===== src/btp_pkg.sv =====
// ----------------------------------------------------------------------------
// btp_pkg: shared types, codes and pixel classification helpers
// Register codes, depth codes, color codes and the per-pixel tests used by
// the palette load path and the direct-color decode path.
// ----------------------------------------------------------------------------
package btp_pkg;

  // default sizes
  localparam int DEF_MAX_WIDTH       = 1024;
  localparam int DEF_MAX_HEIGHT      = 1024;
  localparam int DEF_PALETTE_ENTRIES = 256;

  // port widths
  localparam int CFG_INDEX_W = 3;
  localparam int CFG_DATA_W  = 12;
  localparam int COORD_W     = 10;
  localparam int BYTES_W     = 12;

  // palette entry layout
  localparam int PAL_BITS  = 2;
  localparam int PAL_WHITE = 1;
  localparam int PAL_RED   = 0;

  // register indexes
  localparam logic [CFG_INDEX_W-1:0] CFG_DEPTH     = 3'd0;
  localparam logic [CFG_INDEX_W-1:0] CFG_FMT565    = 3'd1;
  localparam logic [CFG_INDEX_W-1:0] CFG_COLOR     = 3'd2;
  localparam logic [CFG_INDEX_W-1:0] CFG_WIDTH     = 3'd3;
  localparam logic [CFG_INDEX_W-1:0] CFG_ROW_BYTES = 3'd4;
  localparam logic [CFG_INDEX_W-1:0] CFG_ROWS      = 3'd5;
  localparam logic [CFG_INDEX_W-1:0] CFG_BOTTOM_UP = 3'd6;

  // depth codes (5 to 7 decode as 24 bit)
  localparam logic [2:0] DEPTH_1  = 3'd0;
  localparam logic [2:0] DEPTH_4  = 3'd1;
  localparam logic [2:0] DEPTH_8  = 3'd2;
  localparam logic [2:0] DEPTH_16 = 3'd3;
  localparam logic [2:0] DEPTH_24 = 3'd4;

  // item kinds
  localparam logic FUNC_PALETTE = 1'b0;
  localparam logic FUNC_PIXEL   = 1'b1;

  // classification thresholds
  localparam logic [7:0] WHITE_LEVEL = 8'h80;
  localparam logic [7:0] COLOR_LEVEL = 8'hF0;
  localparam logic [9:0] WHITE_SUM   = 10'd384;

  typedef enum logic [1:0] {
    COLOR_BLACK = 2'd0,
    COLOR_WHITE = 2'd1,
    COLOR_RED   = 2'd2
  } color_t;

  typedef struct packed {
    logic [2:0]  depth_sel;
    logic        format_565;
    logic        red_enable;
    logic [10:0] width_pixels;
    logic [11:0] row_bytes;
    logic [10:0] rows_in_use;
    logic        bottom_up;
  } cfg_t;

  localparam cfg_t CFG_RESET = '{
    depth_sel:    DEPTH_24,
    format_565:   1'b0,
    red_enable:   1'b0,
    width_pixels: 11'd1,
    row_bytes:    12'd4,
    rows_in_use:  11'd1,
    bottom_up:    1'b1
  };

  // one pixel on its way from the unpack stage to the output stage
  typedef struct packed {
    logic               valid;
    logic               last;
    logic               use_pal;
    logic               idx_ok;
    logic               white;
    logic               red;
    logic [COORD_W-1:0] column;
    logic [COORD_W-1:0] row;
  } pix_meta_t;

  function automatic logic is_whitish(input logic [7:0] r, input logic [7:0] g,
                                      input logic [7:0] b, input logic color_on);
    logic [9:0] sum;
    sum = {2'b00, r} + {2'b00, g} + {2'b00, b};
    if (color_on) begin
      return (r > WHITE_LEVEL) && (g > WHITE_LEVEL) && (b > WHITE_LEVEL);
    end
    return sum > WHITE_SUM;
  endfunction

  function automatic logic is_colored(input logic [7:0] r, input logic [7:0] g,
                                      input logic [7:0] b);
    return (r > COLOR_LEVEL) || ((g > COLOR_LEVEL) && (b > COLOR_LEVEL));
  endfunction

  function automatic color_t pick_color(input logic white, input logic red,
                                        input logic color_on);
    if (white) begin
      return COLOR_WHITE;
    end
    if (red && color_on) begin
      return COLOR_RED;
    end
    return COLOR_BLACK;
  endfunction

endpackage


===== src/bmp_to_tricolor_pixel_stream_top.sv =====
// ----------------------------------------------------------------------------
// bmp_to_tricolor_pixel_stream_top: BMP row bytes to three-color pixels
// Decodes BMP pixel data and classifies each pixel as black, white or red.
// ----------------------------------------------------------------------------
// Items on the input channel are either palette entries (in_func = 0) or raw
// bytes of the stored BMP rows, padding included (in_func = 1). A data byte
// at 1-bit depth is stepped through as eight pixels in the unpack stage, at
// 4-bit depth as two, and as one at 8, 16 and 24 bit; a palette entry is one
// step. The palette memory has one read port and so looks up one pixel per
// cycle while the output is not stalled and the remainder unit is idle. A
// result passes the unpack stage, the palette read and the output register.
// Writing rows_in_use starts a bit-serial remainder of the row counter that
// holds off item processing until the remainder has finished.
// Palette entries must be loaded before a pixel refers to them; the palette
// is not cleared after reset. Configuration must be written while idle.
// ----------------------------------------------------------------------------
module bmp_to_tricolor_pixel_stream_top #(
  parameter int MAX_WIDTH       = btp_pkg::DEF_MAX_WIDTH,
  parameter int MAX_HEIGHT      = btp_pkg::DEF_MAX_HEIGHT,
  parameter int PALETTE_ENTRIES = btp_pkg::DEF_PALETTE_ENTRIES
) (
  input  logic                             clk,
  input  logic                             rst_n,
  // configuration writes
  input  logic                             cfg_we,
  input  logic [btp_pkg::CFG_INDEX_W-1:0]  cfg_index,
  input  logic [btp_pkg::CFG_DATA_W-1:0]   cfg_data,
  // input items
  input  logic                             in_valid,
  output logic                             in_ready,
  input  logic                             in_func,
  input  logic [7:0]                       in_palette_index,
  input  logic [7:0]                       in_red_level,
  input  logic [7:0]                       in_green_level,
  input  logic [7:0]                       in_blue_level,
  input  logic [7:0]                       in_data_byte,
  // result items
  output logic                             out_valid,
  input  logic                             out_ready,
  output logic [1:0]                       out_pixel_color,
  output logic [btp_pkg::COORD_W-1:0]      out_pixel_column,
  output logic [btp_pkg::COORD_W-1:0]      out_pixel_row,
  output logic                             out_last
);

  import btp_pkg::*;

  localparam int RW = $clog2(MAX_HEIGHT + 1);
  localparam int AW = $clog2(PALETTE_ENTRIES);

  cfg_t cfg_r;
  logic rows_wr_r;   // row total just changed, restart the remainder
  logic color_on;

  // unpack to memory, remainder unit and output stage
  logic                en;
  logic                rm_busy;
  logic [RW-1:0]       row_mod, rows_eff, row_count, row_set_val;
  logic                row_set;
  logic                ram_we, ram_re;
  logic [AW-1:0]       ram_waddr, ram_raddr;
  logic [PAL_BITS-1:0] ram_wdata, ram_rdata;
  pix_meta_t           meta;

  // configuration registers
  always_ff @(posedge clk) begin
    if (!rst_n) begin
      cfg_r     <= CFG_RESET;
      rows_wr_r <= 1'b0;
    end else begin
      rows_wr_r <= cfg_we && (cfg_index == CFG_ROWS);
      if (cfg_we) begin
        case (cfg_index)
          CFG_DEPTH:     cfg_r.depth_sel    <= cfg_data[2:0];
          CFG_FMT565:    cfg_r.format_565   <= cfg_data[0];
          CFG_COLOR:     cfg_r.red_enable   <= cfg_data[0];
          CFG_WIDTH:     cfg_r.width_pixels <= cfg_data[10:0];
          CFG_ROW_BYTES: cfg_r.row_bytes    <= cfg_data[11:0];
          CFG_ROWS:      cfg_r.rows_in_use  <= cfg_data[10:0];
          CFG_BOTTOM_UP: cfg_r.bottom_up    <= cfg_data[0];
          default: ;
        endcase
      end
    end
  end

  // red output and per-channel white test only apply above 1-bit depth
  assign color_on = cfg_r.red_enable && (cfg_r.depth_sel != DEPTH_1);

  // input register, pixel stepping and row position
  btp_unpack #(
    .MAX_WIDTH       (MAX_WIDTH),
    .MAX_HEIGHT      (MAX_HEIGHT),
    .PALETTE_ENTRIES (PALETTE_ENTRIES)
  ) u_unpack (
    .clk              (clk),
    .rst_n            (rst_n),
    .cfg              (cfg_r),
    .color_on         (color_on),
    .in_valid         (in_valid),
    .in_ready         (in_ready),
    .in_func          (in_func),
    .in_palette_index (in_palette_index),
    .in_red_level     (in_red_level),
    .in_green_level   (in_green_level),
    .in_blue_level    (in_blue_level),
    .in_data_byte     (in_data_byte),
    .en               (en),
    .rm_busy          (rm_busy),
    .row_mod          (row_mod),
    .rows_eff         (rows_eff),
    .row_count        (row_count),
    .row_set_val      (row_set_val),
    .row_set          (row_set),
    .ram_we           (ram_we),
    .ram_waddr        (ram_waddr),
    .ram_wdata        (ram_wdata),
    .ram_re           (ram_re),
    .ram_raddr        (ram_raddr),
    .meta             (meta)
  );

  // palette: whitish and colored bit per entry, computed at load time
  btp_ram #(
    .WIDTH (PAL_BITS),
    .DEPTH (PALETTE_ENTRIES)
  ) u_palette (
    .clk   (clk),
    .we    (ram_we),
    .waddr (ram_waddr),
    .wdata (ram_wdata),
    .re    (ram_re),
    .raddr (ram_raddr),
    .rdata (ram_rdata)
  );

  // row counter modulo row total, used by the bottom-up flip
  btp_rowmod #(
    .W (RW)
  ) u_rowmod (
    .clk      (clk),
    .rst_n    (rst_n),
    .start    (rows_wr_r),
    .set      (row_set),
    .set_val  (row_set_val),
    .dividend (row_count),
    .divisor  (rows_eff),
    .busy     (rm_busy),
    .rem      (row_mod)
  );

  // palette merge, color pick and output register
  btp_emit u_emit (
    .clk              (clk),
    .rst_n            (rst_n),
    .meta             (meta),
    .pal_bits         (ram_rdata),
    .color_on         (color_on),
    .en               (en),
    .out_ready        (out_ready),
    .out_valid        (out_valid),
    .out_pixel_color  (out_pixel_color),
    .out_pixel_column (out_pixel_column),
    .out_pixel_row    (out_pixel_row),
    .out_last         (out_last)
  );

  // flipped row must stay inside the image once the remainder has settled
  a_row_mod_in_range: assert property (@(posedge clk) disable iff (!rst_n)
    !rm_busy |-> (row_mod < rows_eff))
    else $error("row remainder not below row total");

  // a palette load and a pixel lookup never share a cycle
  a_palette_port: assert property (@(posedge clk) disable iff (!rst_n)
    !(ram_we && ram_re))
    else $error("palette write and read in the same cycle");

  // no result item straight after reset
  a_reset_quiet: assert property (@(posedge clk)
    !rst_n |=> !out_valid)
    else $error("result valid right after reset");

endmodule


===== src/btp_ram.sv =====
// ----------------------------------------------------------------------------
// btp_ram: generic single-write, single-read memory
// One write port, one read port with registered read data.
// ----------------------------------------------------------------------------
module btp_ram #(
  parameter int WIDTH = btp_pkg::PAL_BITS,
  parameter int DEPTH = btp_pkg::DEF_PALETTE_ENTRIES
) (
  input  logic                     clk,
  input  logic                     we,
  input  logic [$clog2(DEPTH)-1:0] waddr,
  input  logic [WIDTH-1:0]         wdata,
  input  logic                     re,
  input  logic [$clog2(DEPTH)-1:0] raddr,
  output logic [WIDTH-1:0]         rdata
);

  logic [WIDTH-1:0] mem [DEPTH];

  always_ff @(posedge clk) begin
    if (we) begin
      mem[waddr] <= wdata;
    end
    if (re) begin
      rdata <= mem[raddr];
    end
  end

endmodule


===== src/btp_rowmod.sv =====
// ----------------------------------------------------------------------------
// btp_rowmod: row counter remainder unit
// Holds row_count modulo the row total; recomputed bit-serially by a
// restoring remainder loop after the row total changes.
// ----------------------------------------------------------------------------
module btp_rowmod #(
  parameter int W = 11
) (
  input  logic         clk,
  input  logic         rst_n,
  input  logic         start,
  input  logic         set,
  input  logic [W-1:0] set_val,
  input  logic [W-1:0] dividend,
  input  logic [W-1:0] divisor,
  output logic         busy,
  output logic [W-1:0] rem
);

  localparam int IW = $clog2(W);

  logic          busy_r, busy_nxt;
  logic [IW-1:0] bit_r, bit_nxt;
  logic [W-1:0]  acc_r, acc_nxt;
  logic [W-1:0]  rem_r, rem_nxt;
  logic [W:0]    trial;

  always_comb begin
    trial    = {acc_r, dividend[bit_r]};
    busy_nxt = busy_r;
    bit_nxt  = bit_r;
    acc_nxt  = acc_r;
    rem_nxt  = rem_r;
    if (start) begin
      busy_nxt = 1'b1;
      bit_nxt  = IW'(W - 1);
      acc_nxt  = '0;
    end else if (busy_r) begin
      if (trial >= {1'b0, divisor}) begin
        acc_nxt = W'(trial - {1'b0, divisor});
      end else begin
        acc_nxt = trial[W-1:0];
      end
      if (bit_r == '0) begin
        busy_nxt = 1'b0;
        rem_nxt  = acc_nxt;
      end else begin
        bit_nxt = bit_r - 1'b1;
      end
    end else if (set) begin
      rem_nxt = set_val;
    end
  end

  always_ff @(posedge clk) begin
    if (!rst_n) begin
      busy_r <= 1'b0;
      bit_r  <= '0;
      acc_r  <= '0;
      rem_r  <= '0;
    end else begin
      busy_r <= busy_nxt;
      bit_r  <= bit_nxt;
      acc_r  <= acc_nxt;
      rem_r  <= rem_nxt;
    end
  end

  assign busy = busy_r | start;
  assign rem  = rem_r;

endmodule


===== src/btp_unpack.sv =====
// ----------------------------------------------------------------------------
// btp_unpack: input register and byte unpacking stage
// Holds one item, steps its pixels one per cycle unless stalled, tracks row
// position, assembles 16/24-bit pixels and issues palette reads and writes.
// ----------------------------------------------------------------------------
module btp_unpack #(
  parameter int MAX_WIDTH       = btp_pkg::DEF_MAX_WIDTH,
  parameter int MAX_HEIGHT      = btp_pkg::DEF_MAX_HEIGHT,
  parameter int PALETTE_ENTRIES = btp_pkg::DEF_PALETTE_ENTRIES
) (
  input  logic                               clk,
  input  logic                               rst_n,
  input  btp_pkg::cfg_t                      cfg,
  input  logic                               color_on,
  input  logic                               in_valid,
  output logic                               in_ready,
  input  logic                               in_func,
  input  logic [7:0]                         in_palette_index,
  input  logic [7:0]                         in_red_level,
  input  logic [7:0]                         in_green_level,
  input  logic [7:0]                         in_blue_level,
  input  logic [7:0]                         in_data_byte,
  input  logic                               en,
  input  logic                               rm_busy,
  input  logic [$clog2(MAX_HEIGHT+1)-1:0]    row_mod,
  output logic [$clog2(MAX_HEIGHT+1)-1:0]    rows_eff,
  output logic [$clog2(MAX_HEIGHT+1)-1:0]    row_count,
  output logic [$clog2(MAX_HEIGHT+1)-1:0]    row_set_val,
  output logic                               row_set,
  output logic                               ram_we,
  output logic [$clog2(PALETTE_ENTRIES)-1:0] ram_waddr,
  output logic [btp_pkg::PAL_BITS-1:0]       ram_wdata,
  output logic                               ram_re,
  output logic [$clog2(PALETTE_ENTRIES)-1:0] ram_raddr,
  output btp_pkg::pix_meta_t                 meta
);

  import btp_pkg::*;

  localparam int CW = $clog2(MAX_WIDTH + 1);
  localparam int RW = $clog2(MAX_HEIGHT + 1);
  localparam int AW = $clog2(PALETTE_ENTRIES);

  // held item
  logic       a_valid_r, a_valid_nxt;
  logic       a_func_r;
  logic [7:0] a_idx_r, a_red_r, a_grn_r, a_blu_r, a_byte_r;
  logic [2:0] k_r, k_nxt;

  // row position
  logic [CW-1:0]      col_r, col_nxt;
  logic [RW-1:0]      row_r, row_nxt;
  logic [BYTES_W-1:0] bir_r, bir_nxt;
  logic [15:0]        part_r, part_nxt;
  logic [1:0]         phase_r, phase_nxt;

  logic [CW-1:0]      width_eff;
  logic [BYTES_W-1:0] rb, bir_inc;
  logic [RW-1:0]      row_inc, row_sel;
  logic               step, is_pix, indexed, last_step, emit, col_ok, col_last;
  logic [2:0]         kmax;
  logic [7:0]         pix_idx, lo, hi, rgb_r, rgb_g, rgb_b;
  logic               rgb_done;
  logic [15:0]        rgb_part;
  logic [1:0]         rgb_phase;

  always_comb begin
    // effective geometry
    if (int'(cfg.width_pixels) > MAX_WIDTH) begin
      width_eff = CW'(MAX_WIDTH);
    end else begin
      width_eff = CW'(cfg.width_pixels);
    end
    if (int'(cfg.rows_in_use) > MAX_HEIGHT) begin
      rows_eff = RW'(MAX_HEIGHT);
    end else if (cfg.rows_in_use == '0) begin
      rows_eff = RW'(1);
    end else begin
      rows_eff = RW'(cfg.rows_in_use);
    end
    rb = (cfg.row_bytes == '0) ? BYTES_W'(1) : cfg.row_bytes;

    step    = a_valid_r && en && !rm_busy;
    is_pix  = (a_func_r == FUNC_PIXEL);
    indexed = cfg.depth_sel inside {DEPTH_1, DEPTH_4, DEPTH_8};

    // indexed pixel select, msb first
    case (cfg.depth_sel)
      DEPTH_1: begin
        kmax    = 3'd7;
        pix_idx = {7'd0, a_byte_r[~k_r]};
      end
      DEPTH_4: begin
        kmax    = 3'd1;
        pix_idx = k_r[0] ? {4'd0, a_byte_r[3:0]} : {4'd0, a_byte_r[7:4]};
      end
      default: begin
        kmax    = 3'd0;
        pix_idx = a_byte_r;
      end
    endcase

    // direct color assembly
    lo = part_r[7:0];
    hi = a_byte_r;
    if (cfg.depth_sel == DEPTH_16) begin
      rgb_b = {lo[4:0], 3'b000};
      if (cfg.format_565) begin
        rgb_g = {hi[2:0], lo[7:5], 2'b00};
        rgb_r = {hi[7:3], 3'b000};
      end else begin
        rgb_g = {hi[1:0], lo[7:5], 3'b000};
        rgb_r = {hi[6:2], 3'b000};
      end
      rgb_done = (phase_r != 2'd0);
      if (phase_r == 2'd0) begin
        rgb_part  = {8'd0, a_byte_r};
        rgb_phase = 2'd1;
      end else begin
        rgb_part  = '0;
        rgb_phase = 2'd0;
      end
    end else begin
      rgb_r    = a_byte_r;
      rgb_g    = part_r[15:8];
      rgb_b    = part_r[7:0];
      rgb_done = (phase_r != 2'd0) && (phase_r != 2'd1);
      if (phase_r == 2'd0) begin
        rgb_part  = {8'd0, a_byte_r};
        rgb_phase = 2'd1;
      end else if (phase_r == 2'd1) begin
        rgb_part  = part_r | {a_byte_r, 8'd0};
        rgb_phase = 2'd2;
      end else begin
        rgb_part  = '0;
        rgb_phase = 2'd0;
      end
    end

    last_step = !is_pix || !indexed || (k_r == kmax);
    col_ok    = col_r < width_eff;
    col_last  = ({1'b0, col_r} + 1'b1) >= {1'b0, width_eff};
    emit      = is_pix && col_ok && (indexed || rgb_done);

    row_sel = cfg.bottom_up ? (rows_eff - RW'(1) - row_mod) : row_r;
    row_inc = row_r + RW'(1);
    bir_inc = bir_r + BYTES_W'(1);

    meta.valid   = step && emit;
    meta.last    = indexed ? ((k_r == kmax) || col_last) : 1'b1;
    meta.use_pal = indexed;
    meta.idx_ok  = {24'd0, pix_idx} < 32'(PALETTE_ENTRIES);
    meta.white   = is_whitish(rgb_r, rgb_g, rgb_b, color_on);
    meta.red     = is_colored(rgb_r, rgb_g, rgb_b);
    meta.column  = COORD_W'(col_r);
    meta.row     = COORD_W'(row_sel);

    // palette port
    ram_re    = step && is_pix && indexed;
    ram_raddr = AW'(pix_idx);
    ram_we    = step && !is_pix && ({24'd0, a_idx_r} < 32'(PALETTE_ENTRIES));
    ram_waddr = AW'(a_idx_r);
    ram_wdata[PAL_WHITE] = is_whitish(a_red_r, a_grn_r, a_blu_r, color_on);
    ram_wdata[PAL_RED]   = is_colored(a_red_r, a_grn_r, a_blu_r);

    in_ready = !a_valid_r || (step && last_step);

    // next state
    a_valid_nxt = a_valid_r;
    k_nxt       = k_r;
    col_nxt     = col_r;
    row_nxt     = row_r;
    bir_nxt     = bir_r;
    part_nxt    = part_r;
    phase_nxt   = phase_r;
    row_set     = 1'b0;
    if (step) begin
      if (!last_step) begin
        k_nxt   = k_r + 3'd1;
        col_nxt = col_r + CW'(emit);
      end else begin
        k_nxt       = '0;
        a_valid_nxt = 1'b0;
        if (is_pix) begin
          if (bir_inc >= rb) begin
            // end of stored row
            bir_nxt   = '0;
            col_nxt   = '0;
            part_nxt  = '0;
            phase_nxt = '0;
            row_set   = 1'b1;
            row_nxt   = (row_inc >= rows_eff) ? '0 : row_inc;
          end else begin
            bir_nxt = bir_inc;
            col_nxt = col_r + CW'(emit);
            if (!indexed) begin
              part_nxt  = rgb_part;
              phase_nxt = rgb_phase;
            end
          end
        end
      end
    end
    if (in_valid && in_ready) begin
      a_valid_nxt = 1'b1;
      k_nxt       = '0;
    end

    row_count   = row_r;
    row_set_val = row_nxt;
  end

  always_ff @(posedge clk) begin
    if (!rst_n) begin
      a_valid_r <= 1'b0;
      k_r       <= '0;
      col_r     <= '0;
      row_r     <= '0;
      bir_r     <= '0;
      part_r    <= '0;
      phase_r   <= '0;
    end else begin
      a_valid_r <= a_valid_nxt;
      k_r       <= k_nxt;
      col_r     <= col_nxt;
      row_r     <= row_nxt;
      bir_r     <= bir_nxt;
      part_r    <= part_nxt;
      phase_r   <= phase_nxt;
    end
  end

  always_ff @(posedge clk) begin
    if (in_valid && in_ready) begin
      a_func_r <= in_func;
      a_idx_r  <= in_palette_index;
      a_red_r  <= in_red_level;
      a_grn_r  <= in_green_level;
      a_blu_r  <= in_blue_level;
      a_byte_r <= in_data_byte;
    end
  end

endmodule


===== src/btp_emit.sv =====
// ----------------------------------------------------------------------------
// btp_emit: palette read stage and output register
// Merges the palette bits with the pixel position, picks the color code and
// holds the result item until the consumer takes it.
// ----------------------------------------------------------------------------
module btp_emit (
  input  logic                          clk,
  input  logic                          rst_n,
  input  btp_pkg::pix_meta_t            meta,
  input  logic [btp_pkg::PAL_BITS-1:0]  pal_bits,
  input  logic                          color_on,
  output logic                          en,
  input  logic                          out_ready,
  output logic                          out_valid,
  output logic [1:0]                    out_pixel_color,
  output logic [btp_pkg::COORD_W-1:0]   out_pixel_column,
  output logic [btp_pkg::COORD_W-1:0]   out_pixel_row,
  output logic                          out_last
);

  import btp_pkg::*;

  pix_meta_t          b_r;
  logic               out_valid_r;
  color_t             color_r;
  logic [COORD_W-1:0] column_r, row_r;
  logic               last_r;
  logic               white, red;
  color_t             color_nxt;

  assign en = !out_valid_r || out_ready;

  always_comb begin
    if (b_r.use_pal) begin
      white = b_r.idx_ok & pal_bits[PAL_WHITE];
      red   = b_r.idx_ok & pal_bits[PAL_RED];
    end else begin
      white = b_r.white;
      red   = b_r.red;
    end
    color_nxt = pick_color(white, red, color_on);
  end

  always_ff @(posedge clk) begin
    if (!rst_n) begin
      b_r         <= '0;
      out_valid_r <= 1'b0;
    end else if (en) begin
      b_r         <= meta;
      out_valid_r <= b_r.valid;
    end
  end

  always_ff @(posedge clk) begin
    if (en) begin
      color_r  <= color_nxt;
      column_r <= b_r.column;
      row_r    <= b_r.row;
      last_r   <= b_r.last;
    end
  end

  assign out_valid        = out_valid_r;
  assign out_pixel_color  = color_r;
  assign out_pixel_column = column_r;
  assign out_pixel_row    = row_r;
  assign out_last         = last_r;

endmodule

===== config.mk =====
export PLATFORM = sky130hd
export DESIGN_NAME = bmp_to_tricolor_pixel_stream_top
export DESIGN_NICKNAME = d
export VERILOG_FILES = /design/src/btp_pkg.sv /design/src/bmp_to_tricolor_pixel_stream_top.sv /design/src/btp_ram.sv /design/src/btp_rowmod.sv /design/src/btp_unpack.sv /design/src/btp_emit.sv
export SDC_FILE = /design/constraint.sdc
export NUM_CORES = 1
export LEC_CHECK = 0
export ABC_CLOCK_PERIOD_IN_PS = 16500
export BUFFER_PORTS_ARGS = -buffer_cell sky130_fd_sc_hd__buf_2
export CORE_ASPECT_RATIO = 0.6
export CORE_MARGIN = 5
export CORE_UTILIZATION = 50
export DETAILED_ROUTE_END_ITERATION = 10
export PLACE_DENSITY = 0.67
export SYNTH_ARGS = -nofsm -noshare
export SYNTH_HDL_FRONTEND = slang
export SYNTH_SLANG_ARGS = --single-unit

===== constraint.sdc =====
create_clock -name clk -period 16.5 [get_ports clk]
set_input_delay 0.825 -clock clk [delete_from_list [all_inputs] [get_ports clk]]
set_output_delay 0.825 -clock clk [all_outputs]
set_load 0.03 [all_outputs]

==> flow_summary.yaml <==
global_routing:
  grt-busiest-layer: "met1"
  grt_pass1_wl_um: 145000
  antenna_found_initial: 1
  grt_max_degree: 235
  use_met3: 0.0649
  grt_use_total: 0.253
  use_met2: 0.358
  grt_overflow: 0
  grt_pass1_vias: 24157
  met1_usage: 0.389
critical_path:
  r2r_cells: 13
  r2r_slack_ns: 10.68
  startpoint: "u_unpack.a_byte_r[4]"
  rr_endpoint: "u_palette.rdata[0]"
  path_class: "reg2reg"
  cp.arrival_ns: 6.18
  endpoint: "u_palette.rdata[0]"
  crit_path_start_kind: "register"
  crit_path_end_kind: "register"
  cp_max_fo: 77
  worstPathRequired_ns: 16.85
  rr_startpoint: "u_unpack.a_byte_r[4]"
floorplan:
  initial_core_util: 0.505
  die_x_um: 349
  num_io_pins: 86
  die_h_um: 213
  dieArea_mm2: 0.0743
  core_area_mm2: 0.0681
  rows: 74
route:
  num_vias: 25616
  totalWireLength_um: 96200
  wl_per_cell_um: 23.2
  drc: 0
  drtIter0Drc: 3225
  ant_nets: 0
  vias_per_cell: 6.18
  drtPass1Iterations: 6
sta:
  rsz0062_at_grt: "no"
  max_freq_ghz: 0.172
  finalSetupViolCount: 0
  fin_crit_sh: 0.353
  worst_slew_pin_slew_ns: 1.33
  relSlewSlack: 0.113
  layout_min_cycle_time_ns: 5.82
  setup_slack_ns: 10.68
  finalSetupTns_ns: 0
  finalClockSkew_ns: 0.0274
  maxSlewViolCount: 0
  hold_violations: 0
logic_synthesis:
  synth-compound-area-share: 0.112
  synthTopCellsByCount: "578 x edfxtp_1, 512 x nand2_1, 375 x nor2_1"
  post_synth.cell_area_avg_um2: 10.8
  syn_inst: 3172
  ys_seq_area_frac: 0.592
  synthMuxAreaShare: 0.0381
  ys_types: 81
  synth-edff-count: 578
  synthAdderAreaFrac: 0.0417
  syn-cell-area_mm2: 0.0344
  yosysWarnings: 0
  synth_most_common_cell: "edfxtp_1"
  yosys.area.top_type: "edfxtp_1"
  ys.flop_type: "edfxtp_1"
  yosys-top-cells-area: "edfxtp_1 50%, dfxtp_1 8.7%, nand2_1 5.6%, nor2_1 4.1%, ha_1 3.8%"
  synthDominantCellAreaShare: 0.505
  synth_xor_xnor_area_share: 0.0181
  synth-simple-area-share: 0.162
  ys_seq_elements: 728
  synth_top_family_by_area: "simple AND/OR/NAND/NOR gates"
  async_reset_ff_frac: 0
  syn_nets: 3344
cts:
  hold_buffers: 0
  path_clk_slew_ns: 0.06
  cts-buffers-inserted: 69
  clockBufferDepth: 3
  cts_tree: "built"
  h-tree-depth: 3
  cts_resized: 0
  clock_tree.root_cell: "clkbuf_16"
  clkLatencyLatePin_ns: 0.62
  cts.sinks: 728
  post_cts_buffers: 0
layout:
  fill_cells: 5788
  drive_gt1_frac: 0.0817
  area_delta_synth_final_pct: 9.86
  fin_nets: 3351
power_and_ir_drop:
  vdd_ir_drop_max_v: 0.000135
  leakagePower_nw: 13.4
  cellPowerDensity_mw_per_mm2: 112
placed_design:
  pre_cts_ws_ns: 10.86
  dp_hpwl_um: 60400
  io_buffers: 85
  place_congestion: 0.926
flow_run:
  drv_cap: 0
run_status:
  status: "finished, final reports clean"
worst_hold_path:
  hold_class: "in2reg"
  worstHoldPathCells: 1
-- area by class of cell --
type	count	area, um2	share of cell area
clock buffer	96	1930	0.0512
sequential	728	20400	0.539
inverter	94	353	0.00934
multi-input combinational	2161	12900	0.341
timing repair buffer	125	751	0.0199
tap	912	1140	0.0302
clock inverter	28	369	0.00977
antenna	1	2.50	0.0000662
-- report_power, final --
group          internal (mW)  leakage (nW)  switching, mW
sequential              2.09          6.21         0.0186
combinational          0.128          6.09          0.329
clock                  0.950          1.12          0.698
-- stage by stage --
step / utilization / cell area, um2 / power, mW / instances / hold WS [ns]
6_report: 0.555 / 37800 / 4.21 / 4145 / 0.383
5_1_grt: 0.555 / 37800 / 4.35 / 4145 / 0.358
4_1_cts: 0.555 / 37800 / 4.23 / 4144 / 0.347
3_5_place_dp: 0.521 / 35500 / 2.59 / 4020 / 0.414
3_3_place_gp: 0.521 / 35500 / 2.58 / 4020 / 0.413
2_1_floorplan: - / 34400 / 2.48 / 3172 / 0.403
-- sequential cells by signal (all words and copies together) (netlist names), 8 cells and up --
| signal | count |
|---|---|
| u_unpack.col_r | 11 |
| u_palette.mem | 512 |
| u_unpack.a_blu_r | 8 |
| u_unpack.bir_r | 12 |
| u_unpack.a_grn_r | 8 |
| u_emit.out_pixel_row | 10 |
| u_rowmod.rem | 10 |
| u_unpack.ram_waddr | 8 |
| u_emit.b_r | 26 |
| u_unpack.a_red_r | 8 |
| u_unpack.row_count | 11 |
| u_unpack.part_r | 16 |
| cfg_r | 40 |
| u_emit.out_pixel_column | 10 |
| u_rowmod.acc_r | 11 |
| u_unpack.a_byte_r | 8 |
-- placed cells by master (no fill, tap or decap), types with 28 or more instances in the layout --
cell | synthesis | routed
a211oi_1 | 39 | 39
a21o_1 | 34 | 34
a21oi_1 | 181 | 181
a31oi_1 | 30 | 29
and3_1 | 53 | 53
buf_2 | 38 | 85
buf_4 | 16 | 38
clkbuf_16 | 0 | 73
dfxtp_1 | 150 | 150
edfxtp_1 | 578 | 578
ha_1 | 105 | 105
inv_1 | 91 | 90
mux2i_1 | 113 | 113
nand2_1 | 512 | 511
nand3_1 | 143 | 143
nand4_1 | 33 | 33
nor2_1 | 375 | 375
nor2b_1 | 28 | 28
nor4_1 | 36 | 36
o21a_1 | 31 | 31
o21ai_0 | 79 | 78
xnor2_1 | 44 | 44
-- worst min path at each step --
stage	startpoint	end
6_report	in_palette_index[3]	u_unpack.ram_waddr[3]
2_1_floorplan	u_emit.b_r[24]	u_emit.out_last
4_1_cts	in_palette_index[3]	u_unpack.ram_waddr[3]
3_5_place_dp	u_emit.b_r[6]	u_emit.out_pixel_row[6]
3_3_place_gp	u_emit.b_r[9]	u_emit.out_pixel_row[9]
5_1_grt	in_palette_index[3]	u_unpack.ram_waddr[3]
-- cell families (layout without fill, tap and decap cells) --
kind of cell    Yosys count  in the layout
buf+inv                 283            343
simple gates           1273           1273
compound gates          581            581
xor+xnor                 71             71
other cells               0              1
mux                     125            125
flops                   728            728
fa+ha+maj               111            111
-- per-layer routing --
metal	wire, um	part of all wire
met1	42800	0.44
met2	40100	0.42
met3	11200	0.12
met4	2010	0.021
met5	149	0.0015
-- worst max-delay path, stage by stage (launching register included) --
cell and delay [ns]:
edfxtp_1 0.70, mux2_2 0.40, o22ai_1 0.29, o21ai_4 0.06, buf_4 0.34, nand2_4 0.34
buf_4 0.86, buf_4 0.83, mux2_2 0.43, a2111o_1 0.40, o211ai_1 0.16, nand4_1 0.15
a32oi_1 0.31, a2111oi_2 0.09
Power figures use the tool's default switching activity.
